`src/rtl/bfa_frame_split.sv`:
```
module bfa_frame_split #(
  parameter int MAX_FRAMES = 65536,
  parameter int WORD_BITS  = 32
) (
  input  logic                                         clk,
  input  logic                                         rst_n,
  input  logic                                         start,
  input  logic [$clog2(MAX_FRAMES)-1:0]                frame,
  output logic                                         done,
  output logic [((((MAX_FRAMES + WORD_BITS - 1) / WORD_BITS) > 1) ?
                 $clog2((MAX_FRAMES + WORD_BITS - 1) / WORD_BITS) : 1):0] word,
  output logic [$clog2(WORD_BITS)-1:0]                 bit_idx,
  output logic [$clog2(MAX_FRAMES):0]                  base
);

  localparam int FIDX_W     = $clog2(MAX_FRAMES);
  localparam int BI_W       = $clog2(WORD_BITS);
  localparam int RB_W       = BI_W + 1;
  localparam int FB_W       = FIDX_W + 1;
  localparam int WORD_COUNT = (MAX_FRAMES + WORD_BITS - 1) / WORD_BITS;
  localparam int WA_W       = (WORD_COUNT > 1) ? $clog2(WORD_COUNT) : 1;
  localparam int WC_W       = WA_W + 1;
  localparam int S_SH       = FIDX_W + 7;
  localparam int RC_W       = S_SH - 2;
  localparam int PROD_W     = FIDX_W + RC_W;
  localparam logic [RC_W-1:0] RECIP = RC_W'((64'd1 << S_SH) / WORD_BITS);

  logic              s1_v_r;
  logic [FIDX_W-1:0] s1_frame_r;
  logic [PROD_W-1:0] s1_prod_r;
  logic              s2_v_r;
  logic [WC_W-1:0]   s2_q_r;
  logic [FB_W-1:0]   s2_qwb_r;
  logic [RB_W-1:0]   s2_rem_r;
  logic              s3_v_r;
  logic [WC_W-1:0]   s3_word_r;
  logic [BI_W-1:0]   s3_bit_r;
  logic [FB_W-1:0]   s3_base_r;

  logic [FB_W-1:0]   q0;
  logic [FB_W-1:0]   qwb;
  logic [FB_W-1:0]   rem0;

  assign q0   = FB_W'(s1_prod_r >> S_SH);
  assign qwb  = FB_W'(q0 * FB_W'(WORD_BITS));
  assign rem0 = FB_W'(s1_frame_r) - qwb;

  always_ff @(posedge clk) begin
    if (!rst_n) begin
      s1_v_r <= 1'b0;
      s2_v_r <= 1'b0;
      s3_v_r <= 1'b0;
    end else begin
      s1_v_r <= start;
      s2_v_r <= s1_v_r;
      s3_v_r <= s2_v_r;
    end
  end

  always_ff @(posedge clk) begin
    s1_frame_r <= frame;
    s1_prod_r  <= PROD_W'(frame) * PROD_W'(RECIP);
    s2_q_r     <= WC_W'(q0);
    s2_qwb_r   <= qwb;
    s2_rem_r   <= RB_W'(rem0);
    if (s2_rem_r >= RB_W'(WORD_BITS)) begin
      s3_word_r <= s2_q_r + WC_W'(1);
      s3_bit_r  <= BI_W'(s2_rem_r - RB_W'(WORD_BITS));
      s3_base_r <= s2_qwb_r + FB_W'(WORD_BITS);
    end else begin
      s3_word_r <= s2_q_r;
      s3_bit_r  <= BI_W'(s2_rem_r);
      s3_base_r <= s2_qwb_r;
    end
  end

  assign done    = s3_v_r;
  assign word    = s3_word_r;
  assign bit_idx = s3_bit_r;
  assign base    = s3_base_r;

endmodule

```
`config.mk`:
```
export PLATFORM = sky130hd
export DESIGN_NAME = bfa_frame_split
export DESIGN_NICKNAME = d
export VERILOG_FILES = /design/src/rtl/bfa_frame_split.sv
export SDC_FILE = /design/constraint.sdc
export NUM_CORES = 1
export LEC_CHECK = 0
export ABC_AREA = 1
export BUFFER_PORTS_ARGS = -buffer_cell sky130_fd_sc_hd__buf_2
export CORE_ASPECT_RATIO = 2
export CORE_UTILIZATION = 40
export DETAILED_ROUTE_END_ITERATION = 8
export GPL_ROUTABILITY_DRIVEN = 0
export PLACE_DENSITY = 0.69
export SYNTH_ARGS = -nofsm -noshare
export SYNTH_HDL_FRONTEND = slang
export SYNTH_SLANG_ARGS = --single-unit
```
`constraint.sdc`:
```
create_clock -name clk -period 0.8 [get_ports clk]
set_input_delay 0.12 -clock clk [delete_from_list [all_inputs] [get_ports clk]]
set_output_delay 0.12 -clock clk [all_outputs]
set_load 0.01 [all_outputs]
```
==> results of run 1 <==
==> per-stage QoR <==
stage	power (uW)	utilization [%]
2_1_floorplan	2950	-
3_3_place_gp	2980	46.3
3_5_place_dp	3000	46.3
4_1_cts	5040	57.2
5_1_grt	5230	59.5
6_report	5000	59.5
==> cell type report <==
cell class,count,area (sq um)
clock buffer,5,68.8
clock inverter,2,60.1
fill,264,1190
inverter,3,11.3
multi-input combinational,9,33.8
sequential,52,1060
tap,30,37.5
timing repair buffer,65,479
==> power breakdown <==
part | total, uW | switching [uW] | internal (uW) | leakage, uW
registers | 2770 | 42.4 | 2730 | 0.000439
clock network | 1960 | 728 | 1230 | 0.0000642
logic | 273 | 105 | 168 | 0.000333
total | 5000 | 875 | 4130 | 0.000836
==> cell families after synthesis <==
family,count (synthesis),synth area share [%]
other,1,0.304
and+or+nand+nor,3,0.914
buffers and inverters,30,14.3
DFF,52,84.5
==> cells in the final DEF (no fill, tap or decap), drive strengths merged <==
cell type    count
nand2            3
dlygate4sd3     17
buf             48
clkbuf           5
bufinv           2
conb             6
inv              3
dfxtp           52
==> registers in the layout, indices dropped and copies added (netlist names) <==
name       count
base          12
s2_q_r        11
s2_rem_r       5
s2_v_r         1
s1_prod_r     16
bit_idx        5
s1_v_r         1
done           1
==> worst max-delay path by stage <==
stage,depth (start not counted),slack [ns],end
finish,1,-0.07,base[13]
global route,1,-0.11,base[13]
detailed placement,1,0.24,word[4]
CTS,1,-0.08,word[4]
global placement,1,0.26,word[4]
floorplan,1,0.19,word[0]
==> what timing repair did <==
item | CTS | global route
resized for setup | 13 | 13
setup endpoints to repair | 30 | 30
hold endpoints to repair | 17 | 0
hold buffers | 17 | 0
cloned | 0 | 0
==> layer usage <==
layer	up-vias	part of all wire, %	track usage (%)
li1	321	-	-
met5	-	0	0
met4	0	4.0	10.6
met1	292	27	8.33
met2	29	63	21.4
met3	6	6.2	7.46
==> impl_results.md, run 1 <==
* Max Freq at 1.15 GHz
* Placed insts at between 100 and 150
* Final nets at ~160
* Final slew viol count at 0
* Pre-CTS setup slack at 0.237 ns
* Crit end category: output port
* Post-Syn Area at between 1000 and 1500 sq um
* Initial antenna violation count at 0
* Worst setup SP type: register
* Post-synth top flop: dfxtp_1
* Most common cell in the netlist: dfxtp_1
* Design area at between 1500 and 2000 sq um
* Pre-Repair DR Iteration Count at 3
* EDFF count, synth at 0
* Worst path buffer plus inverter count at 1
* Max stage delay on crit path at 0.36 ns
* Hold Path Depth at 3
* Sum Neg Setup Slack at -1.67 ns
* Synth Instances at 86
* Required time of the critical path at 0.68 ns
* Min Tclk post-route at 0.872 ns
* Core area at roughly 2900 sq um
* All-Layer GR Usage at around an eighth
* Post-CTS Setup Inserts at 0
* Synth warn at 0
* Area share of the largest cell type after synthesis at 84.5%
* # rows at 28
* Crit path cell chain: buf_6
* MaxCap Viol Count at 0
* Status: finished with violations
* Post-Route WL at 1750 microns
* Synth cell types at 6
* R2R Setup Slk at between 0.2 and 0.3 ns
* Vias in the first global route at 591
* Clk_skew at 0.00406 ns
* Failing checks: negative setup slack
* PortBufs at 48
* Final ANT Viol Nets at 0
* CP max-delay cell: dfxtp_2
* Min Hold Slack at 0.0690 ns
* Vias/cell at 3.90
* Asr flop ratio synth at 0%
* Worst min-delay path endpoint: done$_SDFF_PN0_
* Synthesized flop and latch total at 52
* Area delta synth->final at 42.0%
* Drt wl/cell at about 11 microns
* Ant diodes at 0
* Pleak at 0.000836 uW
* Layout cells sized above 1 at 51.5%
* Grt ovf at 0
* Average size of a mapped cell at 14.3 sq um
* DIE AREA at 3320 sq um
* Critical Path Fanout Max at 2
* Ranking of synthesized cells by area: dfxtp_1 (84%), buf_4 (10%), clkbuf_1 (3.0%)
* Sequential area share after synthesis at 84.5%
* Worst r2r path cells at 2
* Fin cells at 166
* Worst path top cell family by delay: flip-flops
* Final worst slack at -0.0724 ns
* CTS Buf Count at 5
* Die width at 41.3 microns
* DRC violation total after the first TritonRoute iteration at 11
* Total number of vias at 648
* Sink Count at between 50 and 60
* Latest clock arrival within the worst-skew pair at 0.29 ns
* Pin count of the biggest net entering global routing at 16
* Worst-path clk slew at 0.08 ns
* Hold violation total from the final report at 0
* Most area-hungry cell type in the Yosys netlist: dfxtp_1
* Die height at 80.5 microns
* Root buf cell: clkbuf_8
* Hpwl dp at 1100 microns
* RSZ-0062 raised after global routing: true
* CP arrival at 0.75 ns
* FF-to-FF Start: s1_v_r$_SDFF_PN0_
* Power per Cell Area at roughly 2900 nW/um^2
* # DRC at 0
* Final Cycle Share at 109%
* Min-delay worst type: input pin to register
* Worst setup path class: register to output port
* Worst r2r dst: s2_v_r$_SDFF_PN0_
* Initial Util at 41.9%
* TritonCTS clock tree: yes
* Placed Area at approximately 1400 sq um
* Top cell types by occurrence after synthesis: dfxtp_1 (52), buf_4 (17), clkbuf_1 (10)
* Max VDD drop at 2.90 mV
* H-tree depth at 2
* Clk buf depth at 2
* First-pass GRT wire length at 2440 microns
* Hold_sp: rst_n
* Ports at 54
* Final setup fails at 30
* CP Launch Point: base[13]$_DFF_P_
Note: power is estimated with default switching activity, not from simulation.
==> run 2, diff against run 1 <==
CORE_MARGIN = 2   (was default)
==> impl_results.md, run 2 (synthesis results as in run 1) <==
* Final core occ at 58.2% (-1.3 points)
* Clock power share at 31.1% (-8.0 points)
* Core area at 2940 sq um (unchanged)
* Failing checks: negative setup slack
* Share of power burned in registers at 62.8% (+7.4 points)
* Pleak at 0.000814 uW (-2.6%)
* CTS Buf Count at 5 (unchanged)
* Sink Count at 52 (unchanged)
* Worst setup path class: register to output port
* Min Hold Slack at 0.0182 ns (-0.0508 ns)
* Final setup fails at 30 (unchanged)
* DRC violation total after the first TritonRoute iteration at 1 (-10)
* Worst path buffer plus inverter count at 1 (unchanged)
* # rows at 28 (unchanged)
* Max VDD drop at 2.19 mV (-25%)
* Hpwl dp at 1070 microns (-2.8%)
* FF/Latch Area at 1060 sq um (unchanged)
* Hold Path Depth at 3 (unchanged)
* Vias/cell at 3.69 (-5.6%)
* Required time of the critical path at 0.68 ns (about the same)
* Logic pwr share at 6.2% (+0.8 points)
* Critical Path Sink: word[4]
* PortBufs at 48 (unchanged)
* All-Layer GR Usage at 9.71% (-3.0 points)
* DIE AREA at 3570 sq um (+7.5%)
* Most frequent cells in the layout: dfxtp_1 (37), buf_2 (35), dlygate4sd3_1 (16)
* Worst setup SP type: register
* Critical Path Stages at 1 (unchanged)
* Drt wl/cell at 9.67 microns (-8.2%)
* Crit end category: output port
* Root buf cell: clkbuf_8
* Die height at 82.5 microns (+2.5%)
* # DRC at 0 (unchanged)
* Total number of vias at 612 (-5.6%)
* Power per Cell Area at 2580 nW/um^2 (-9.7%)
* Final Cycle Share at 109% (about the same)
* MaxCap Viol Count at 0 (unchanged)
* FF-to-FF Start: s1_v_r$_SDFF_PN0_
* H-tree depth at 2 (unchanged)
* Initial antenna violation count at 0 (unchanged)
* Ant diodes at 0 (unchanged)
* CP Launch Point: base[9]$_DFF_P_
* Post-Route WL at 1610 microns (-8.2%)
* Most common cell after layout, fill and taps aside: dfxtp_1
* Vias in the first global route at 518 (-12%)
* Final ANT Viol Nets at 0 (unchanged)
* Post-CTS Setup Inserts at 0 (unchanged)
* Worst-path clk slew at 0.09 ns (about the same)
* Latest clock arrival within the worst-skew pair at 0.29 ns (about the same)
* Internal at 3520 uW (-15%)
* Crit path cell chain: buf_6
* Die width at 43.3 microns (+4.8%)
* Final slew viol count at 0 (unchanged)
* Pin count of the biggest net entering global routing at 17 (+1)
* Design area at 1710 sq um (-2.1%)
* First-pass GRT wire length at 2270 microns (-7.0%)
* Placed Area at 1360 sq um (unchanged)
* CP arrival at 0.75 ns (about the same)
* Max stage delay on crit path at 0.35 ns (about the same)
* Final worst slack at -0.0730 ns (-0.000575 ns)
* Layout cells sized above 1 at 51.5% (unchanged)
* Area delta synth->final at 39.0%
* R2R Setup Slk at 0.30 ns (+0.04 ns)
* Max FFs per register at 16 (unchanged)
* Switching pwr at 895 uW (+2.3%)
* TritonCTS clock tree: yes
* Worst r2r path cells at 2 (unchanged)
* RSZ-0062 raised after global routing: true
* Hold violation total from the final report at 0 (unchanged)
* Multi-input gate area at 33.8 sq um (unchanged)
* Worst path top cell family by delay: flip-flops
* CP max-delay cell: dfxtp_2
* Max Freq at 1.15 GHz (about the same)
* Final nets at 154 (-0.65%)
* Clk buf depth at 2 (unchanged)
* Switch share at 20.3% (+2.8 points)
* Critical Path Fanout Max at 2 (unchanged)
* Clk_skew at 0.00892 ns (+0.00486 ns)
* Worst r2r dst: s2_v_r$_SDFF_PN0_
* Reg with most FFs: s1_prod_r
* Grt ovf at 0 (unchanged)
* Pre-Repair DR Iteration Count at 2 (-1)
* Min Tclk post-route at 0.873 ns (+0.000575 ns)
* Status: finished with violations
* Ports at 54 (unchanged)
* Fillers at 256 (-3.0%)
* Min-delay worst type: input pin to register
* Initial Util at 41.9% (unchanged)
==> run 2: cell count changes in the layout (fill, tap and decap cells not counted) <==
cell,change
buf_2,-2
buf_6,+2
bufinv_16,-2
clkbuf_1,+1
clkinv_4,+1
clkinvlp_4,+1
dlygate4sd3_1,-1
==> run 2: through the flow <==
step                instances  power [uW]  setup WS (ns)  setup TNS (ns)
floorplan                  91        2950          0.195               0
global placement          142        2980          0.260               0
detailed placement        142        3000          0.232               0
CTS                       166        4460        -0.0870           -2.32
global route              166        4630         -0.114           -2.94
finish                    166        4420        -0.0730           -1.81
==> run 2: layout make-up <==
type / instances / share of cell area, %
sequential: 52 / 61.9
timing repair buffer: 64 / 28.1
clock buffer: 6 / 4.24
tap: 30 / 2.19
multi-input combinational: 9 / 1.97
clock inverter: 2 / 0.950
inverter: 3 / 0.657
==> run 2: worst min-delay path by stage <==
stage                            endpoint       from  slack, ns
floorplan           s1_prod_r[18]$_DFF_P_   frame[0]       0.15
CTS                     s1_v_r$_SDFF_PN0_      start       0.01
global route            s1_v_r$_SDFF_PN0_      start      0.007
detailed placement  s1_prod_r[29]$_DFF_P_  frame[11]       0.22
global placement    s1_prod_r[28]$_DFF_P_  frame[10]       0.22
finish                  s1_v_r$_SDFF_PN0_      start       0.02
==> run 2: what timing repair did <==
item | CTS | global route
endpoints found under the hold margin | 16 | 0
gates cloned | 0 | 0
endpoints found under the setup margin | 30 | 30
gates resized for setup | 12 | 16
hold buffers | 16 | 0
==> run 2: power groups by stage <==
stage                     logic (uW)  registers (uW)  clock network, uW
after global placement           173            2810                  0
final                            273            2770               1370
after floorplan                  107            2840                  0
after CTS                        243            2770               1450
after detailed placement         177            2820                  0
after global routing             293            2790               1550
==> run 2: per-layer routing <==
metal  vias to the layer above  GRT usage (%)  part of all wire [%]
li1                        318              -                     -
met1                       259           7.56                    29
met2                        29           16.6                    60
met3                         6           4.78                   7.6
met4                         0           9.09                   4.0
met5                         -              0                     0
==> run 3, diff against run 2 <==
CORE_UTILIZATION = 42   (was 40)
CTS_BUF_LIST = sky130_fd_sc_hd__clkbuf_2 sky130_fd_sc_hd__clkbuf_4 sky130_fd_sc_hd__clkbuf_8   (was default)
PLACE_DENSITY = 0.72   (was 0.69)
==> impl_results.md, run 3 (synthesis results as in run 1) <==
* Status: finished with violations
* Failing checks: negative setup slack
* Pin count of the biggest net entering global routing at 16 (-1)
* Post-CTS Setup Inserts at 0 (unchanged)
* Sink Count at 52 (unchanged)
* DRC violation total after the first TritonRoute iteration at 3 (+2)
* Vias/cell at 3.87 (+4.9%)
* Multi-input gate area at 33.8 sq um (unchanged)
* Hold violation total from the final report at 0 (unchanged)
* RSZ-0062 raised after global routing: true
* Min Tclk post-route at 0.875 ns (+0.00179 ns)
* Worst min-delay path endpoint: s1_v_r$_SDFF_PN0_
* Final slew viol count at 0 (unchanged)
* Ports at 54 (unchanged)
* Pre-CTS setup slack at 0.219 ns (-0.0125 ns)
* CTS Buf Count at 5 (unchanged)
* Initial Util at 44.5% (+2.6 points)
* Most common cell after layout, fill and taps aside: dfxtp_1
* Most frequent cells in the layout: dfxtp_1 (37), buf_6 (27), buf_2 (21)
* Min Hold Slack at 0.0481 ns (+0.0299 ns)
* # rows at 27 (-3.6%)
* Layout cells sized above 1 at 51.8% (+0.35 points)
* Max FFs per register at 16 (unchanged)
* Worst setup path class: register to output port
* Core area at 2770 sq um (-5.9%)
* DIE AREA at 3410 sq um (-4.4%)
* Design area at 1820 sq um (+6.1%)
* Power per Cell Area at 2510 nW/um^2 (-2.6%)
* Clk buf depth at 2 (unchanged)
* Total number of vias at 642 (+4.9%)
* Crit end category: output port
* Final Cycle Share at 109% (+0.22 points)
* Worst r2r path cells at 2 (unchanged)
* MaxCap Viol Count at 0 (unchanged)
* FF/Latch Area at 1060 sq um (unchanged)
* Min-delay worst type: input pin to register
* H-tree depth at 2 (unchanged)
* Reg with most FFs: s1_prod_r
* Ant diodes at 0 (unchanged)
* Latest clock arrival within the worst-skew pair at 0.29 ns (about the same)
* CP max-delay cell: dfxtp_2
* Critical Path Fanout Max at 2 (unchanged)
* Max Freq at 1.14 GHz (-0.21%)
* Initial antenna violation count at 0 (unchanged)
* Grt ovf at 0 (unchanged)
* First-pass GRT wire length at 2550 microns (+12%)
* Post-Route WL at 1730 microns (+7.7%)
* PortBufs at 48 (unchanged)
* Drt wl/cell at 10.4 microns (+7.7%)
* All-Layer GR Usage at 10.8% (+1.0 points)
* # DRC at 0 (unchanged)
* Max stage delay on crit path at 0.36 ns (about the same)
* TritonCTS clock tree: yes
* Final ANT Viol Nets at 0 (unchanged)
* Final worst slack at -0.0748 ns (-0.00179 ns)
* FF-to-FF Start: s2_v_r$_SDFF_PN0_
* Hold Path Depth at 3 (unchanged)
* Final setup fails at 30 (unchanged)
* Area delta synth->final at 47.5%
* Hpwl dp at 1100 microns (+3.1%)
* Worst setup SP type: register
* Critical Path Stages at 1 (unchanged)
* Worst path top cell family by delay: flip-flops
* Fillers at 212 (-17%)
* Final nets at 155 (+0.65%)
* R2R Setup Slk at 0.32 ns (+0.02 ns)
* Clk_skew at 0.00428 ns (-0.00464 ns)
* Required time of the critical path at 0.68 ns (about the same)
* Final core occ at 65.6% (+7.4 points)
* Worst r2r dst: done$_SDFF_PN0_
* Crit path cell chain: buf_6
* Worst path buffer plus inverter count at 1 (unchanged)
* Pre-Repair DR Iteration Count at 4 (+2)
* Placed Area at 1360 sq um (about the same)
* Worst-path clk slew at 0.08 ns (about the same)
* Max VDD drop at 1.87 mV (-14%)
* Root buf cell: clkbuf_8
* Vias in the first global route at 608 (+17%)
* Sum Neg Setup Slack at -1.64 ns (+0.167 ns)
* Die height at 80.6 microns (-2.3%)
* Pleak at 0.000854 uW (+4.8%)
* CP arrival at 0.75 ns (about the same)
* Hold_sp: rst_n
* Die width at 42.3 microns (-2.2%)
==> run 3: layer usage <==
metal	wire [microns]	track usage, %
met1	500	7.47
met2	1030	20.6
met3	139	4.94
met4	61	7.81
met5	0	0
==> run 3: power breakdown <==
group	leakage [uW]	switching, uW	total (uW)	internal, uW
Combinational	0.000367	104	318	214
Clock	0.0000479	732	1470	736
Sequential	0.000439	50.6	2780	2730
Total	0.000854	886	4570	3680
==> run 3: stage by stage <==
step	total power [uW]	std cells
final	4570	166
after floorplan	2950	91
after global routing	4800	166
after detailed placement	3000	141
after global placement	2980	141
after CTS	4600	166
==> run 3: what timing repair did <==
| action | CTS | global route |
|---|---|---|
| setup endpoints to repair | 30 | 30 |
| hold endpoints to repair | 17 | 0 |
| pin swaps | 0 | 0 |
| hold buffers | 17 | 0 |
| gates resized for setup | 26 | 16 |
==> run 3: cell type report <==
cell class / instances / area share [%]
Sequential cell: 52 / 58.3
Timing Repair Buffer: 65 / 31.9
Clock buffer: 7 / 4.96
Tap cell: 29 / 2.00
Multi-Input combinational cell: 9 / 1.86
Inverter: 3 / 0.619
Clock inverter: 1 / 0.413
==> run 3: worst max path at each step <==
stage | startpoint | end
final | base[8]$_DFF_P_ | base[8]
after global routing | base[8]$_DFF_P_ | base[8]
after CTS | base[8]$_DFF_P_ | base[8]
after detailed placement | base[8]$_DFF_P_ | base[8]
after global placement | base[16]$_SDFF_PP0_ | word[11]
after floorplan | base[5]$_DFF_P_ | word[0]
